### src/hw/rtl/drrip_pkg.sv
// ----------------------------------------------------------------------------
// drrip_pkg: shared types and constants
// Default geometry, field widths, register indexes and the codes that the
// front, back and top level of the replacement engine all use.
// ----------------------------------------------------------------------------
`timescale 1ns / 1ps
`default_nettype none

package drrip_pkg;

  // Default geometry
  localparam int NUM_SETS_DEF     = 2048;
  localparam int NUM_WAYS_DEF     = 16;
  localparam int SIG_BITS_DEF     = 6;
  localparam int SEL_BITS_DEF     = 10;
  localparam int LEADERS_EACH_DEF = 32;

  // Fixed field widths
  localparam int SET_IN_W  = 11;
  localparam int WAY_IN_W  = 4;
  localparam int PC_W      = 6;
  localparam int WAY_OUT_W = 4;

  // Global counters and decay epoch
  localparam int ACC_W   = 20;
  localparam int BIM_W   = 10;
  localparam int EPOCH_W = 32;

  // Configuration registers
  localparam int DECAY_W = 5;
  localparam int BRRIP_W = 4;
  localparam int ADDR_W  = 3;
  localparam int DATA_W  = 32;
  localparam logic [DECAY_W-1:0] DECAY_RESET = 5'd12;
  localparam logic [BRRIP_W-1:0] BRRIP_RESET = 4'd5;
  localparam logic REG_DECAY = 1'b0;
  localparam logic REG_BRRIP = 1'b1;

  // Two-bit counters
  localparam logic [1:0] CNT_MAX  = 2'd3;
  localparam logic [1:0] CNT_ZERO = 2'd0;
  localparam logic [1:0] REUSE_HOT = 2'd2;

  localparam int QUEUE_DEPTH = 2;

  typedef enum logic [1:0] {
    REASON_HIT  = 2'd0,
    REASON_DEAD = 2'd1,
    REASON_RRPV = 2'd2
  } reason_t;

  typedef enum logic [1:0] {
    LEAD_FOLLOW = 2'd0,
    LEAD_SRRIP  = 2'd1,
    LEAD_BRRIP  = 2'd2
  } leader_t;

endpackage

`default_nettype wire

### src/hw/rtl/drrip_front.sv
// ----------------------------------------------------------------------------
// drrip_front: access intake and classification
// Folds set and way into range, forms the signature and tags leader sets.
// ----------------------------------------------------------------------------
`timescale 1ns / 1ps
`default_nettype none

module drrip_front #(
  parameter int NUM_SETS     = drrip_pkg::NUM_SETS_DEF,
  parameter int NUM_WAYS     = drrip_pkg::NUM_WAYS_DEF,
  parameter int SIG_BITS     = drrip_pkg::SIG_BITS_DEF,
  parameter int LEADERS_EACH = drrip_pkg::LEADERS_EACH_DEF
) (
  input  wire logic                            in_valid,
  output      logic                            in_stall,
  input  wire logic [drrip_pkg::SET_IN_W-1:0]  set,
  input  wire logic                            hit,
  input  wire logic [drrip_pkg::WAY_IN_W-1:0]  hit_way,
  input  wire logic [drrip_pkg::PC_W-1:0]      pc_bits,
  input  wire logic [drrip_pkg::PC_W-1:0]      line_addr_bits,
  input  wire logic                            q_full,
  output      logic                            q_push,
  output      logic [$clog2(NUM_SETS)-1:0]     set_idx,
  output      logic                            hit_flag,
  output      logic [$clog2(NUM_WAYS)-1:0]     way_idx,
  output      logic [SIG_BITS-1:0]             sig,
  output      drrip_pkg::leader_t              leader
);

  localparam int SET_W = $clog2(NUM_SETS);
  localparam int WAY_W = $clog2(NUM_WAYS);
  localparam int IW    = drrip_pkg::SET_IN_W;

  // Restoring reduction by a constant; quotient stays below 32 for all
  // legal geometries, so five compare-subtract steps suffice.
  function automatic logic [IW-1:0] reduce(input logic [IW-1:0] v, input int unsigned m);
    logic [IW-1:0] r;
    r = v;
    for (int k = 4; k >= 0; k--) begin
      if (32'(r) >= (m << k)) begin
        r = r - IW'(m << k);
      end
    end
    return r;
  endfunction

  logic [IW-1:0] set_red;
  logic [IW-1:0] way_red;

  assign in_stall = q_full;
  assign q_push   = in_valid && !q_full;
  assign hit_flag = hit;

  always_comb begin
    set_red = reduce(set, NUM_SETS);
    way_red = reduce(IW'(hit_way), NUM_WAYS);
    set_idx = SET_W'(set_red);
    way_idx = WAY_W'(way_red);
    sig     = SIG_BITS'(pc_bits ^ line_addr_bits);
    if (32'(set_idx) < LEADERS_EACH) begin
      leader = drrip_pkg::LEAD_SRRIP;
    end else if (32'(set_idx) < 2 * LEADERS_EACH) begin
      leader = drrip_pkg::LEAD_BRRIP;
    end else begin
      leader = drrip_pkg::LEAD_FOLLOW;
    end
  end

endmodule

`default_nettype wire

### config.mk
export PLATFORM = sky130hd
export DESIGN_NAME = drrip_front
export DESIGN_NICKNAME = d
export VERILOG_FILES = /design/src/hw/rtl/drrip_pkg.sv /design/src/hw/rtl/drrip_front.sv
export SDC_FILE = /design/constraint.sdc
export NUM_CORES = 1
export LEC_CHECK = 0
export BUFFER_PORTS_ARGS = -buffer_cell sky130_fd_sc_hd__buf_2
export CAP_MARGIN = 20
export CELL_PAD_IN_SITES_DETAIL_PLACEMENT = 1
export CELL_PAD_IN_SITES_GLOBAL_PLACEMENT = 1
export CORE_ASPECT_RATIO = 1.2
export CORE_MARGIN = 4
export CORE_UTILIZATION = 11
export DETAILED_ROUTE_END_ITERATION = 12
export MAX_ROUTING_LAYER = met4
export PLACE_DENSITY = 0.9
export SLEW_MARGIN = 5
export SYNTH_ARGS = -nofsm -noshare
export SYNTH_HDL_FRONTEND = slang
export SYNTH_SLANG_ARGS = --single-unit
### constraint.sdc
create_clock -name vclk -period 1.2
set_clock_uncertainty 0.1 [all_clocks]
set_input_delay 0.12 -clock vclk [all_inputs]
set_output_delay 0.12 -clock vclk [all_outputs]
set_load 0.03 [all_outputs]
==> impl_metrics.csv, run 1 <==
group,metric,value,unit
status,status,"complete, but fails checks",
status,violations,"negative setup slack",
critical_path,cpLargestDelayFamily,"simple AND/OR/NAND/NOR gates",
critical_path,path_buf_inv,2,
placed_design,gp_congestion,0.679,
floorplan,dieArea,0.00273,mm2
floorplan,initial_core_util,0.116,
sta,setup_viol,2,
job,maxCapViolCount,0,
cells_and_area,nets,79,
logic_synthesis,synthTopCellsByArea,"buf_4, xor2_1, nor3b_2",
drt,drt-total-wl,648,um
drt,ant_nets,0,
floorplan,die_h,56.5,um
cells_and_area,antenna_cells,0,
placed_design,port_buffers,36,
logic_synthesis,synth_xor_area_frac,0.244,
critical_path,critPathArrivalTime,1130,ps
hold_path,hold_path.class,"in2out",
global_route,grt.overflow.total,0,
cells_and_area,clkbuf_count,0,
critical_path,crit_top_cell,"buf_6",
logic_synthesis,synth_warnings,0,
floorplan,die-width,48.4,um
drt,avgRoutedWirePerCell,9.82,um
cells_and_area,final_util,0.185,
logic_synthesis,yosysMostFrequentCell,"buf_4",
pwr,power_density,517,mW/mm2
cells_and_area,regArea,0,um2
sta,worstMarginPinSlew,163,ps
sta,hold_viol,0,
sta,finalCriticalPeriod,1350,ps
logic_synthesis,synth_compound_gate_area_share,0,
floorplan,core,0.00185,mm2
cells_and_area,seq_cell_count,0,
placed_design,dpl.hpwl,618,um
critical_path,endpoint_kind,"primary output",
critical_path,start_kind,"primary input",
logic_synthesis,syn_inst,27,
pwr,p_leak,0.198,nW
logic_synthesis,muxShareOfSynthArea,0,
drt,drtPass1Iterations,1,
drt,vias,254,
logic_synthesis,synth.avg_cell_area,7.97,um2
drt,via_per_inst,3.85,
critical_path,cp_slowest_cell,"or4_4",
cells_and_area,drive_gt1_frac,0.851,
logic_synthesis,synth_area,215,um2
global_route,antenna_found_initial,0,
sta,slew_headroom,0.892,
floorplan,ios,56,
critical_path,cp_slowest_stage_delay,570,ps
logic_synthesis,yosys-top-cells-count,"buf_4, xor2_1",
sta,drv_slew,0,
critical_path,required,980,ps
global_route,grt_max_degree,4,
logic_synthesis,synth_top_area_cell,"buf_4",
floorplan,rows,17,
global_route,first_global_vias,252,
logic_synthesis,synth_top_family_by_area,"buffers and inverters",
logic_synthesis,syn-num-nets,57,
cells_and_area,syn_to_final_growth,58.7,%
logic_synthesis,synth_fa_ha_area_frac,0,
global_route,grt_pass1_wl,1170,um
critical_path,cp_max_fo,2,
sta,fin_tns_setup,-231,ps
logic_synthesis,yosysSeqAreaShare,0,
critical_path,path_cells,"buf_6 -> or4_4 -> nor3b_4 -> buf_6",
global_route,track_usage,0.0507,
critical_path,worstSetupPathType,"in2out",
logic_synthesis,yosysTopAreaCellShare,0.593,
sta,fmax,742,MHz
sta,rsz0062_at_grt,"true",
logic_synthesis,synthSimpleGateAreaFrac,0.163,
sta,fin_crit_sh,1.12,
pwr,peakVddDrop,0.000105,V
logic_synthesis,synth_cell_types,6,
drt,drc,0,
drt,drt_iter0_drc,0,
sta,fin_ws,-148,ps
==> per-layer routing <==
| layer | vias to the layer above | global-route usage | part of all wire |
|---|---|---|---|
| met5 | - | - | 0 |
| met4 | 0 | 0 | 0 |
| met3 | 0 | 0.0186 | 0.26 |
| met2 | 37 | 0.0989 | 0.50 |
| met1 | 109 | 0.0493 | 0.23 |
| li1 | 108 | - | - |
==> layout make-up <==
class	instances	area (um2)
fillers	237	1510
repair buffers	37	213
well taps	19	23.8
multi-input cells	10	105
==> cells by family (layout without fill, tap and decap cells) <==
group	after synthesis	in the layout
buffers and inverters	17	37
xor gates and xnor gates	6	6
and+or+nand+nor	4	4
==> worst paths after layout <==
path	start	endpoint	slack (ps)	cells past startpoint
max	set[8]	leader[1]	-150	4
min	set[2]	set_idx[2]	140	0
==> per-stage QoR <==
| stage | hold slack [ps] | instance area, um2 | setup slack [ps] | total power [mW] | cells |
|---|---|---|---|---|---|
| after floorplan | 185 | 233 | -58.7 | 0.174 | 27 |
| after global placement | 140 | 309 | -184 | 0.167 | 65 |
| after detailed placement | 140 | 309 | -215 | 0.172 | 65 |
| after CTS | 140 | 328 | -158 | 0.175 | 65 |
| after global routing | 140 | 342 | -165 | 0.190 | 66 |
| final | 140 | 342 | -148 | 0.176 | 66 |
==> what timing repair did <==
action / CTS / global route
gates resized for setup: 5 / 1
buffers inserted: 0 / 1
endpoints found under the setup margin: 2 / 2
hold buffers: 0 / 0
pin swaps: 2 / 1
==> placed cells by master (no fill, tap or decap), drive strengths merged <==
cell	instances
nor3b	1
or4	1
buf	37
xor2	6
nor2b	1
nor3	1
==> power by group <==
group,internal [mW],switching (mW)
clock,0,0
sequential,0,0
combinational,0.0655,0.111
No activity file was read; power rests on OpenSTA's default activity.
==> inputs of run 2 (changes only) <==
==> constraint.sdc (replaced) <==
create_clock -name vclk -period 1.5
set_clock_uncertainty 0.1 [all_clocks]
set_input_delay 0.15 -clock vclk [all_inputs]
set_output_delay 0.15 -clock vclk [all_outputs]
set_load 0.03 [all_outputs]
==> run 2 against run 1 <==
The flow now finishes without violations. Critical path depth did not move. Worst setup slack gained 230 ps. Sequential share of layout area stayed put. Critical path type unchanged. Worst hold slack better by 60 ps. Largest power group unchanged.
==> impl_metrics.csv, run 2 (synthesized netlist as in run 1, its figures left out) <==
group,metric,value,unit
drt,ant_nets,0,
job,maxCapViolCount,0,
critical_path,cp_slowest_cell,"or4_4",
drt,drt_iter0_drc,0,
floorplan,core,0.00185,mm2
drt,via_per_inst,3.78,
global_route,grt_pass1_wl,1100,um
critical_path,required,1250,ps
cells_and_area,finalNonFillerCells,65,
global_route,grt_max_degree,4,
sta,hold_viol,0,
floorplan,initial_core_util,0.116,
global_route,first_global_vias,261,
sta,fmax,705,MHz
placed_design,gp_congestion,0.697,
cells_and_area,regArea,0,um2
sta,drv_slew,0,
floorplan,dieArea,0.00273,mm2
cts,ctsHoldBuffers,0,
critical_path,endpoint_kind,"primary output",
sta,fin_tns_setup,0,ps
critical_path,crit_top_cell,"buf_2",
critical_path,cp_max_fo,2,
cells_and_area,antenna_cells,0,
placed_design,port_buffers,36,
cells_and_area,clkbuf_count,0,
drt,drc,0,
drt,vias,246,
cells_and_area,final_cell_mix,"buf_2, xor2_1",
status,status,"finished, final reports clean",
pwr,p_int,46.2,uW
drt,drt-total-wl,684,um
sta,rsz0062_at_grt,"false",
floorplan,rows,17,
critical_path,start_kind,"primary input",
placed_design,placed_cells,65,
critical_path,cp_slowest_stage_delay,540,ps
cells_and_area,drive_gt1_frac,0.848,
hold_path,hold_path.class,"in2out",
pwr,p_leak,0.180,nW
pwr,p_sw,86.1,uW
cells_and_area,syn_to_final_growth,37.8,%
sta,fin_crit_sh,0.945,
sta,hold_slack,200,ps
cells_and_area,final_common_cell,"buf_2",
pwr,power_density,446,mW/mm2
cells_and_area,multiInputGateArea,92.6,um2
floorplan,die-width,48.4,um
floorplan,ios,56,
pwr,p_comb_frac,1.000,
placed_design,placed_area,297,um2
drt,avgRoutedWirePerCell,10.5,um
global_route,track_usage,0.0462,
critical_path,path_cells,"buf_2 -> or4_4 -> nor3b_2 -> buf_2",
cts,post-cts-setup-buffers,0,
drt,drtPass1Iterations,1,
global_route,antenna_found_initial,0,
floorplan,die_h,56.5,um
pwr,switching_share,0.651,
sta,slew_headroom,0.890,
sta,finalCriticalPeriod,1420,ps
placed_design,dpl.hpwl,665,um
cells_and_area,seq_cell_count,0,
cells_and_area,nets,78,
cells_and_area,fill_cells,234,
critical_path,critPathArrivalTime,1170,ps
sta,worstMarginPinSlew,166,ps
pwr,p_seq_frac,0,
global_route,grt.overflow.total,0,
sta,setup_viol,0,
cells_and_area,final_cell_area,297,um2
cts,ctsResizeCount,0,
pwr,peakVddDrop,0.0000695,V
critical_path,worstSetupPathType,"in2out",
pwr,clock_power_share,0,
[run 2: power by group through the flow]
stage / logic (mW) / registers, mW / clock network, mW
floorplan: 0.138 / 0 / 0
finish: 0.132 / 0 / 0
global route: 0.142 / 0 / 0
detailed placement: 0.134 / 0 / 0
CTS: 0.135 / 0 / 0
global placement: 0.131 / 0 / 0
[run 2: layer usage]
metal  global-route usage  vias to the layer above  part of all wire
li1                     -                      106                 -
met1               0.0333                       99              0.21
met2               0.0821                       39              0.43
met3               0.0398                        2              0.33
met4               0.0119                        0             0.015
met5                    -                        -                 0
[run 2: area by class of cell]
class / instances / area share
repair buffers: 36 / 0.608
well taps: 19 / 0.0802
multi-input cells: 10 / 0.312
[run 2: path summary, 6_finish.rpt]
kind,start,end,depth (start not counted)
setup / recovery,set[10],leader[1],4
hold / removal,set[2],set_idx[2],0
[run 2: critical path: cells and delay by family]
family,cells,cell delay [ps]
buf+inv,2,310
simple gates,2,700
[run 2: stage by stage]
step           utilization  setup slack [ps]  power [mW]
2_1_floorplan            -               113       0.138
3_3_place_gp         0.160               105       0.131
3_5_place_dp         0.160              78.7       0.134
4_1_cts              0.160              76.4       0.135
5_1_grt              0.160              45.7       0.142
6_report             0.160              82.6       0.132
