**config.mk**
```make
export PLATFORM = sky130hd
export DESIGN_NAME = drrip_queue
export DESIGN_NICKNAME = d
export VERILOG_FILES = /design/src/hw/rtl/drrip_pkg.sv /design/src/hw/rtl/drrip_queue.sv
export SDC_FILE = /design/constraint.sdc
export NUM_CORES = 1
export LEC_CHECK = 0
export ABC_AREA = 1
export ABC_CLOCK_PERIOD_IN_PS = 1300
export BUFFER_PORTS_ARGS = -buffer_cell sky130_fd_sc_hd__buf_4
export CORE_ASPECT_RATIO = 0.8
export CORE_MARGIN = 5
export CORE_UTILIZATION = 36
export CTS_BUF_LIST = sky130_fd_sc_hd__clkbuf_8
export CTS_CLUSTER_SIZE = 28
export DETAILED_ROUTE_END_ITERATION = 12
export SETUP_SLACK_MARGIN = 0.15
export SLEW_MARGIN = 25
export SYNTH_ARGS = -nofsm -noshare
export SYNTH_HDL_FRONTEND = slang
export SYNTH_SLANG_ARGS = --single-unit
```
**constraint.sdc**
```tcl
create_clock -name clk -period 1.3 [get_ports clk]
set_input_delay 0.065 -clock clk [delete_from_list [all_inputs] [get_ports clk]]
set_output_delay 0.065 -clock clk [all_outputs]
set_load 0.03 [all_outputs]
```
**src/hw/rtl/drrip_pkg.sv**
```systemverilog
// ----------------------------------------------------------------------------
// drrip_pkg: shared types and constants
// Default geometry, field widths, register indexes and the codes that the
// front, back and top level of the replacement engine all use.
// ----------------------------------------------------------------------------
`timescale 1ns / 1ps
`default_nettype none

package drrip_pkg;

  // Default geometry
  localparam int NUM_SETS_DEF     = 2048;
  localparam int NUM_WAYS_DEF     = 16;
  localparam int SIG_BITS_DEF     = 6;
  localparam int SEL_BITS_DEF     = 10;
  localparam int LEADERS_EACH_DEF = 32;

  // Fixed field widths
  localparam int SET_IN_W  = 11;
  localparam int WAY_IN_W  = 4;
  localparam int PC_W      = 6;
  localparam int WAY_OUT_W = 4;

  // Global counters and decay epoch
  localparam int ACC_W   = 20;
  localparam int BIM_W   = 10;
  localparam int EPOCH_W = 32;

  // Configuration registers
  localparam int DECAY_W = 5;
  localparam int BRRIP_W = 4;
  localparam int ADDR_W  = 3;
  localparam int DATA_W  = 32;
  localparam logic [DECAY_W-1:0] DECAY_RESET = 5'd12;
  localparam logic [BRRIP_W-1:0] BRRIP_RESET = 4'd5;
  localparam logic REG_DECAY = 1'b0;
  localparam logic REG_BRRIP = 1'b1;

  // Two-bit counters
  localparam logic [1:0] CNT_MAX  = 2'd3;
  localparam logic [1:0] CNT_ZERO = 2'd0;
  localparam logic [1:0] REUSE_HOT = 2'd2;

  localparam int QUEUE_DEPTH = 2;

  typedef enum logic [1:0] {
    REASON_HIT  = 2'd0,
    REASON_DEAD = 2'd1,
    REASON_RRPV = 2'd2
  } reason_t;

  typedef enum logic [1:0] {
    LEAD_FOLLOW = 2'd0,
    LEAD_SRRIP  = 2'd1,
    LEAD_BRRIP  = 2'd2
  } leader_t;

endpackage

`default_nettype wire

```
**src/hw/rtl/drrip_queue.sv**
```systemverilog
// ----------------------------------------------------------------------------
// drrip_queue: short decoupling FIFO
// Holds classified accesses between the front and the back.
// ----------------------------------------------------------------------------
`timescale 1ns / 1ps
`default_nettype none

module drrip_queue #(
  parameter int WIDTH = 8,
  parameter int DEPTH = drrip_pkg::QUEUE_DEPTH
) (
  input  wire logic             clk,
  input  wire logic             rst,
  input  wire logic             push,
  input  wire logic [WIDTH-1:0] push_data,
  output      logic             full,
  input  wire logic             pop,
  output      logic [WIDTH-1:0] pop_data,
  output      logic             not_empty
);

  localparam int PTR_W = (DEPTH > 1) ? $clog2(DEPTH) : 1;
  localparam int CNT_W = $clog2(DEPTH + 1);

  logic [WIDTH-1:0] entry [DEPTH];
  logic [PTR_W-1:0] wr_ptr;
  logic [PTR_W-1:0] rd_ptr;
  logic [CNT_W-1:0] count;

  assign full      = (count == CNT_W'(DEPTH));
  assign not_empty = (count != '0);
  assign pop_data  = entry[rd_ptr];

  always_ff @(posedge clk) begin
    if (rst) begin
      wr_ptr <= '0;
      rd_ptr <= '0;
      count  <= '0;
    end else begin
      if (push) begin
        entry[wr_ptr] <= push_data;
        wr_ptr <= (wr_ptr == PTR_W'(DEPTH - 1)) ? '0 : wr_ptr + 1'b1;
      end
      if (pop) begin
        rd_ptr <= (rd_ptr == PTR_W'(DEPTH - 1)) ? '0 : rd_ptr + 1'b1;
      end
      if (push && !pop) begin
        count <= count + 1'b1;
      end else if (pop && !push) begin
        count <= count - 1'b1;
      end
    end
  end

endmodule

`default_nettype wire

```
==> out/summary.txt, run 1 <==
Core ar.: 0.00220 mm^2
Seq cells post-synth: 21
pin slew with the least headroom to its limit: 185 ps
critical path startpoint category: flop
gpl congestion: 0.681
largest net degree at the start of global routing: 12
Starting Density: 38.5%
worst hold slack: 7.86 ps
largest family of logic cells by synthesized area: multiplexers
area grow syn2layout: 43.6%
CTS tree: done
TritonCTS buffer count: 3
Worst Path Required: 1240 ps
post-synthesis adder-cell area fraction: 1.48%
Worst IR Drop VDD: 0.877 mV
gr ovfl total: 0
Vias/cell: 4.45
Initial DRT Pass Iterations: 2
final worst clock skew: 3.17 ps
GR Util All Layers: 8.88%
slew margin rel.: 87.6%
syn nets: 72
critical path arrival: 1180 ps
switching portion of total power: 23.9%
Cell Count, Final, Fillers Out: 119
Max Slew Vio Count: 0
share of cells above drive strength 1: 41.5%
# diodes: 0
placed insts: 107
DR iter-0 viols: 3
Final setup viols: 0
count of final hold-check violations: 0
register area share after synthesis: 68.6%
switching power: 353 uW
Synth Instances: 59
Max-Cap Viols: 0
fin crit period: 1240 ps
Synth Area in Simple Gates: 7.54%
Yosys warning count: 0
Cell Int Power: 1120 uW
htree depth: 1
Netlist Area Pre-Place: 846 um^2
post-CTS setup buffers: 0
Worst Setup End Kind: output pin
Die Span Y: 53.4 um
Reg clk slew, reported paths: 70 ps
Clk Latency, worst-skew pair: 250 ps
Comb power frac: 20.7%
Fillers: 178
syn_area_per_cell: 14.3 um^2
final period utilization: 95.7%
Max Root-Sink Buffers: 2
Cell Rows: 15
design area: 0.00121 mm^2
power share of the sequential group: 52.2%
Worst R2R Setup Slack: 280 ps
Post-Synth XOR/XNOR Area: 1.04%
# IOs: 22
hold path startpoint: rst
compound-cell area share of the yosys netlist: 1.78%
initial antenna violation count: 0
port bufs: 21
RSZ-0062 raised after global routing: yes
Routed wire per std cell: 11.6 um
Total Neg Setup Slack: 0 ps
power share of the clock group: 27.0%
first-pass GRT wire length: 2170 um
reg-to-reg startpoint: wr_ptr
kind of critical path: reg2out
DRC violations left: 0
clock sink count: 21
DIE WIDTH: 64.2 um
outcome: finished, final reports clean
Pleak: 0.000525 uW
vias in the first global route: 532
Root Buffer: clkbuf_8
Post-DP Area: 0.00105 mm^2
multiplexer share of the synthesized area: 14.2%
HP Class: in2reg
post-route antenna net violation count: 0
Max Freq: 804 MHz
total die area: 0.00342 mm^2
post-detail-place hpwl: 1020 um
nets: 108
P per Cell Area: 1210 mW/mm^2
count of different cell masters after synthesis: 16
final WL: 1380 um
detailed-route via count: 529
Max FO, Critical Path: 8
-- metal layers --
| layer | part of all wire [%] | GRT usage, % | wire (um) | vias up |
|---|---|---|---|---|
| met5 | 0 | 0 | 0 | - |
| met3 | 7.3 | 4.67 | 101 | 4 |
| met1 | 41 | 8.38 | 562 | 240 |
| met4 | 1.9 | 5.08 | 26 | 0 |
| met2 | 50 | 15.6 | 684 | 15 |
| li1 | - | - | - | 270 |
-- power by group through the flow --
stage / logic, uW / registers, uW / clock network [uW]
finish: 306 / 771 / 399
global route: 329 / 772 / 446
CTS: 310 / 770 / 421
detailed placement: 269 / 783 / 0
global placement: 266 / 782 / 0
floorplan: 175 / 781 / 0
-- synth_stat cells --
master	n	area, um^2
ha_1	1	12.5
o21ai_0	1	5.00
nand2_1	6	22.5
buf_6	1	11.3
nand2_2	1	6.26
nand4_1	1	6.26
nor2_1	5	18.8
a21oi_1	2	10.0
inv_2	1	3.75
nor3_1	1	5.00
edfxtp_1	16	480
nand3_1	1	5.00
mux2_4	8	120
inv_1	8	30.0
xnor2_1	1	8.76
dfxtp_1	5	100
-- critical path: stages (launching register included) --
cell     delay, ps
dfxtp_2        330
buf_8          140
mux2_4         310
buf_6          140
-- cells in the final DEF, fill, tap and decap left out, types with 2 or more instances in the layout --
cell,netlist,final
dlygate4sd3_1,0,8
clkbuf_8,0,3
nand2_1,6,6
dfxtp_1,5,4
inv_1,8,9
a21oi_1,2,2
edfxtp_1,16,16
buf_4,0,15
mux2_4,8,8
buf_6,1,8
nor2_1,5,5
-- metrics by stage --
stage / total power (uW) / worst slack [ps] / util [%]
after floorplan: 956 / 137 / -
after global placement: 1050 / 275 / 47.9
after detailed placement: 1050 / 266 / 47.9
after CTS: 1500 / 40.4 / 55.3
after global routing: 1550 / 20.7 / 55.3
final: 1470 / 56.5 / 55.3
-- cell families after synthesis --
| family | count (synthesis) |
|---|---|
| adder cells (fa/ha/maj) | 1 |
| flip-flops | 21 |
| AO/OA/AOI/OAI | 3 |
| AND/OR/NAND/NOR | 15 |
| multiplexers | 8 |
| buffers and inverters | 10 |
| XOR/XNOR | 1 |
-- layout make-up --
| cell class | instances | area (um^2) | share of cell area, % |
|---|---|---|---|
| clock buffer | 3 | 41.3 | 3.40 |
| tap | 25 | 31.3 | 2.57 |
| inverter | 9 | 33.8 | 2.78 |
| multi-input combinational | 28 | 225 | 18.5 |
| clock inverter | 1 | 3.75 | 0.309 |
| timing repair buffer | 32 | 298 | 24.5 |
| sequential | 21 | 582 | 47.9 |
-- path summary, 6_finish.rpt --
check / end / cells after the start
max: pop_data[2] / 3
min: flop / 2
max reg2reg: entry[0][1] / 4
min reg2reg: wr_ptr / 2
-- registers in the layout, indices dropped and copies added, names as in the netlist, named ones only --
name	count
rd_ptr	1
wr_ptr	1
entry	16
count	2
-- repair_timing --
action	4_1_cts	5_1_grt
hold buffers	8	0
endpoints found under the setup margin	8	8
resized for setup	11	0
hold endpoints to repair	16	0
Power figures use the tool's default switching activity.
==> run 2: changes to the inputs <==
--- a/config.mk
+++ b/config.mk
@@ -10,12 +10,13 @@
 export BUFFER_PORTS_ARGS = -buffer_cell sky130_fd_sc_hd__buf_4
 export CORE_ASPECT_RATIO = 0.8
 export CORE_MARGIN = 5
-export CORE_UTILIZATION = 36
+export CORE_UTILIZATION = 48
 export CTS_BUF_LIST = sky130_fd_sc_hd__clkbuf_8
 export CTS_CLUSTER_SIZE = 28
 export DETAILED_ROUTE_END_ITERATION = 12
+export PLACE_DENSITY = 0.76
 export SETUP_SLACK_MARGIN = 0.15
-export SLEW_MARGIN = 25
+export SLEW_MARGIN = 20
 export SYNTH_ARGS = -nofsm -noshare
 export SYNTH_HDL_FRONTEND = slang
 export SYNTH_SLANG_ARGS = --single-unit
==> run 2 against run 1 <==
Effect of this change:
- sequential power about the same
- final cell count up 0.84%
- count of clock-buffer cells in the layout unchanged
- maximum frequency down 0.34%
- critical path depth unchanged
- die area down 21%
- largest power group unchanged
- flip-flop and latch count unchanged
- largest cell class unchanged
- via count up 3.4%
- non-clock buffer count up 4
- wire length up 2.9%
==> out/summary.txt, run 2 (synthesized netlist as in run 1, its figures left out) <==
reg-to-reg startpoint: wr_ptr (unchanged)
first-pass GRT wire length: 2260 um (was 2170 um)
area grow syn2layout: 47.0% (was 43.6%)
Cell Rows: 13 (was 15)
Vias/cell: 4.56 (was 4.45)
Top reg by flops: entry (unchanged)
gpl congestion: 0.657 (was 0.681)
Multi-input gate area: 225 um^2 (unchanged)
final WL: 1420 um (was 1380 um)
GR met3 Demand/Resource: 4.85% (was 4.67%)
pin slew with the least headroom to its limit: 174 ps (was 185 ps)
post-CTS setup buffers: 0 (unchanged)
max reg flops: 16 (unchanged)
htree depth: 1 (unchanged)
Die Span Y: 47.5 um (was 53.4 um)
Pleak: 0.000544 uW (was 0.000525 uW)
P per Cell Area: 1190 mW/mm^2 (was 1210 mW/mm^2)
Worst R2R Setup Slack: 260 ps (was 280 ps)
clock sink count: 21 (unchanged)
Max-Cap Viols: 0 (unchanged)
detailed-route via count: 547 (was 529)
fin crit period: 1250 ps (was 1240 ps)
final worst clock skew: 1.82 ps (was 3.17 ps)
Max Slew Vio Count: 0 (unchanged)
DRC violations left: 0 (unchanged)
outcome: finished, final reports clean (unchanged)
Worst Setup End Kind: output pin (unchanged)
RSZ-0062 raised after global routing: yes (unchanged)
hold path startpoint: rst (unchanged)
Max FO, Critical Path: 5 (was 8)
Max Freq: 801 MHz (was 804 MHz)
critical path startpoint category: flop (unchanged)
total die area: 0.00271 mm^2 (was 0.00342 mm^2)
worst slack, placed: 256 ps (was 266 ps)
share of cells above drive strength 1: 42.9% (was 41.5%)
final period utilization: 96.0% (was 95.7%)
Core ar.: 0.00164 mm^2 (was 0.00220 mm^2)
port bufs: 21 (unchanged)
DIE WIDTH: 56.9 um (was 64.2 um)
kind of critical path: reg2out (unchanged)
post-detail-place hpwl: 995 um (was 1020 um)
initial antenna violation count: 0 (unchanged)
DR iter-0 viols: 11 (was 3)
slew margin rel.: 88.3% (was 87.6%)
Register Area: 582 um^2 (unchanged)
count of final hold-check violations: 0 (unchanged)
commonest non-fill, non-tap cell in the layout: buf_4 (was edfxtp_1)
vias in the first global route: 525 (was 532)
Worst Path Required: 1240 ps (about the same)
Reg clk slew, reported paths: 70 ps (about the same)
Fillers: 113 (was 178)
GR peak layer: met2 (unchanged)
Root Buffer: clkbuf_8 (unchanged)
GR Layer Usage met1: 12.0% (was 8.38%)
Final setup viols: 0 (unchanged)
post-route antenna net violation count: 0 (unchanged)
gr ovfl total: 0 (unchanged)
Initial DRT Pass Iterations: 4 (was 2)
fin worst setup slack: 52.2 ps (was 56.5 ps)
nets: 112 (was 108)
most frequent cells in the layout: buf_4 (17), edfxtp_1 (16), buf_6 (10) (was edfxtp_1 (16), buf_4 (15), inv_1 (9))
CTS tree: done (unchanged)
# IOs: 22 (unchanged)
HP Class: in2reg (unchanged)
Routed wire per std cell: 11.8 um (was 11.6 um)
Starting Density: 51.5% (was 38.5%)
# diodes: 0 (unchanged)
GR Util All Layers: 11.9% (was 8.88%)
Max Root-Sink Buffers: 2 (unchanged)
Clk Latency, worst-skew pair: 250 ps (about the same)
critical path arrival: 1180 ps (about the same)
Total Neg Setup Slack: 0 ps (unchanged)
TritonCTS buffer count: 3 (unchanged)
Largest regs: entry (16), count (2) (unchanged)
largest net degree at the start of global routing: 12 (unchanged)
met2 usage: 21.6% (was 15.6%)
Worst IR Drop VDD: 0.640 mV (was 0.877 mV)
[run 2: final timing paths]
kind	end	depth (start not counted)
max	pop_data[1]	3
min	wr_ptr	2
max reg2reg	entry[1][4]	3
min reg2reg	wr_ptr	2
[run 2: routing by layer]
| metal | part of all wire, % | vias to the layer above |
|---|---|---|
| li1 | - | 278 |
| met1 | 40 | 248 |
| met2 | 51 | 18 |
| met3 | 7.8 | 3 |
| met4 | 1.6 | 0 |
| met5 | 0 | - |
[run 2: timing repair]
| action | in CTS | in global routing |
|---|---|---|
| resized for setup | 11 | 0 |
| endpoints found under the hold margin | 17 | 0 |
| endpoints found under the setup margin | 8 | 8 |
| hold buffers | 9 | 0 |
[run 2: report_power, final]
part,leakage [uW],switching [uW],total [uW],internal [uW]
sequential,0.000189,15.0,772,757
clock,0.0000269,186,396,210
combinational,0.000329,153,317,164
total,0.000544,354,1490,1130
[run 2: through the flow]
stage	hold WS [ps]	instances	instance area, um^2	power, uW	utilization, %
floorplan	134	59	851	956	-
global placement	250	107	1070	1050	65.1
detailed placement	253	107	1070	1060	65.1
CTS	4.58	120	1240	1510	75.7
global route	10.1	120	1240	1560	75.7
finish	15.2	120	1240	1490	75.7
[run 2: worst max-delay path, cell delays in order (launching register included)]
cell and delay, ps:
dfxtp_2 360, buf_6 130, mux2_4 300, buf_6 140
[run 2: area by class of cell]
| cell class | count | share of cell area [%] |
|---|---|---|
| clock buffer | 3 | 3.32 |
| clock inverter | 1 | 0.302 |
| inverter | 9 | 2.72 |
| multi-input combinational | 28 | 18.1 |
| sequential | 21 | 46.8 |
| tap | 22 | 2.21 |
| timing repair buffer | 36 | 26.6 |
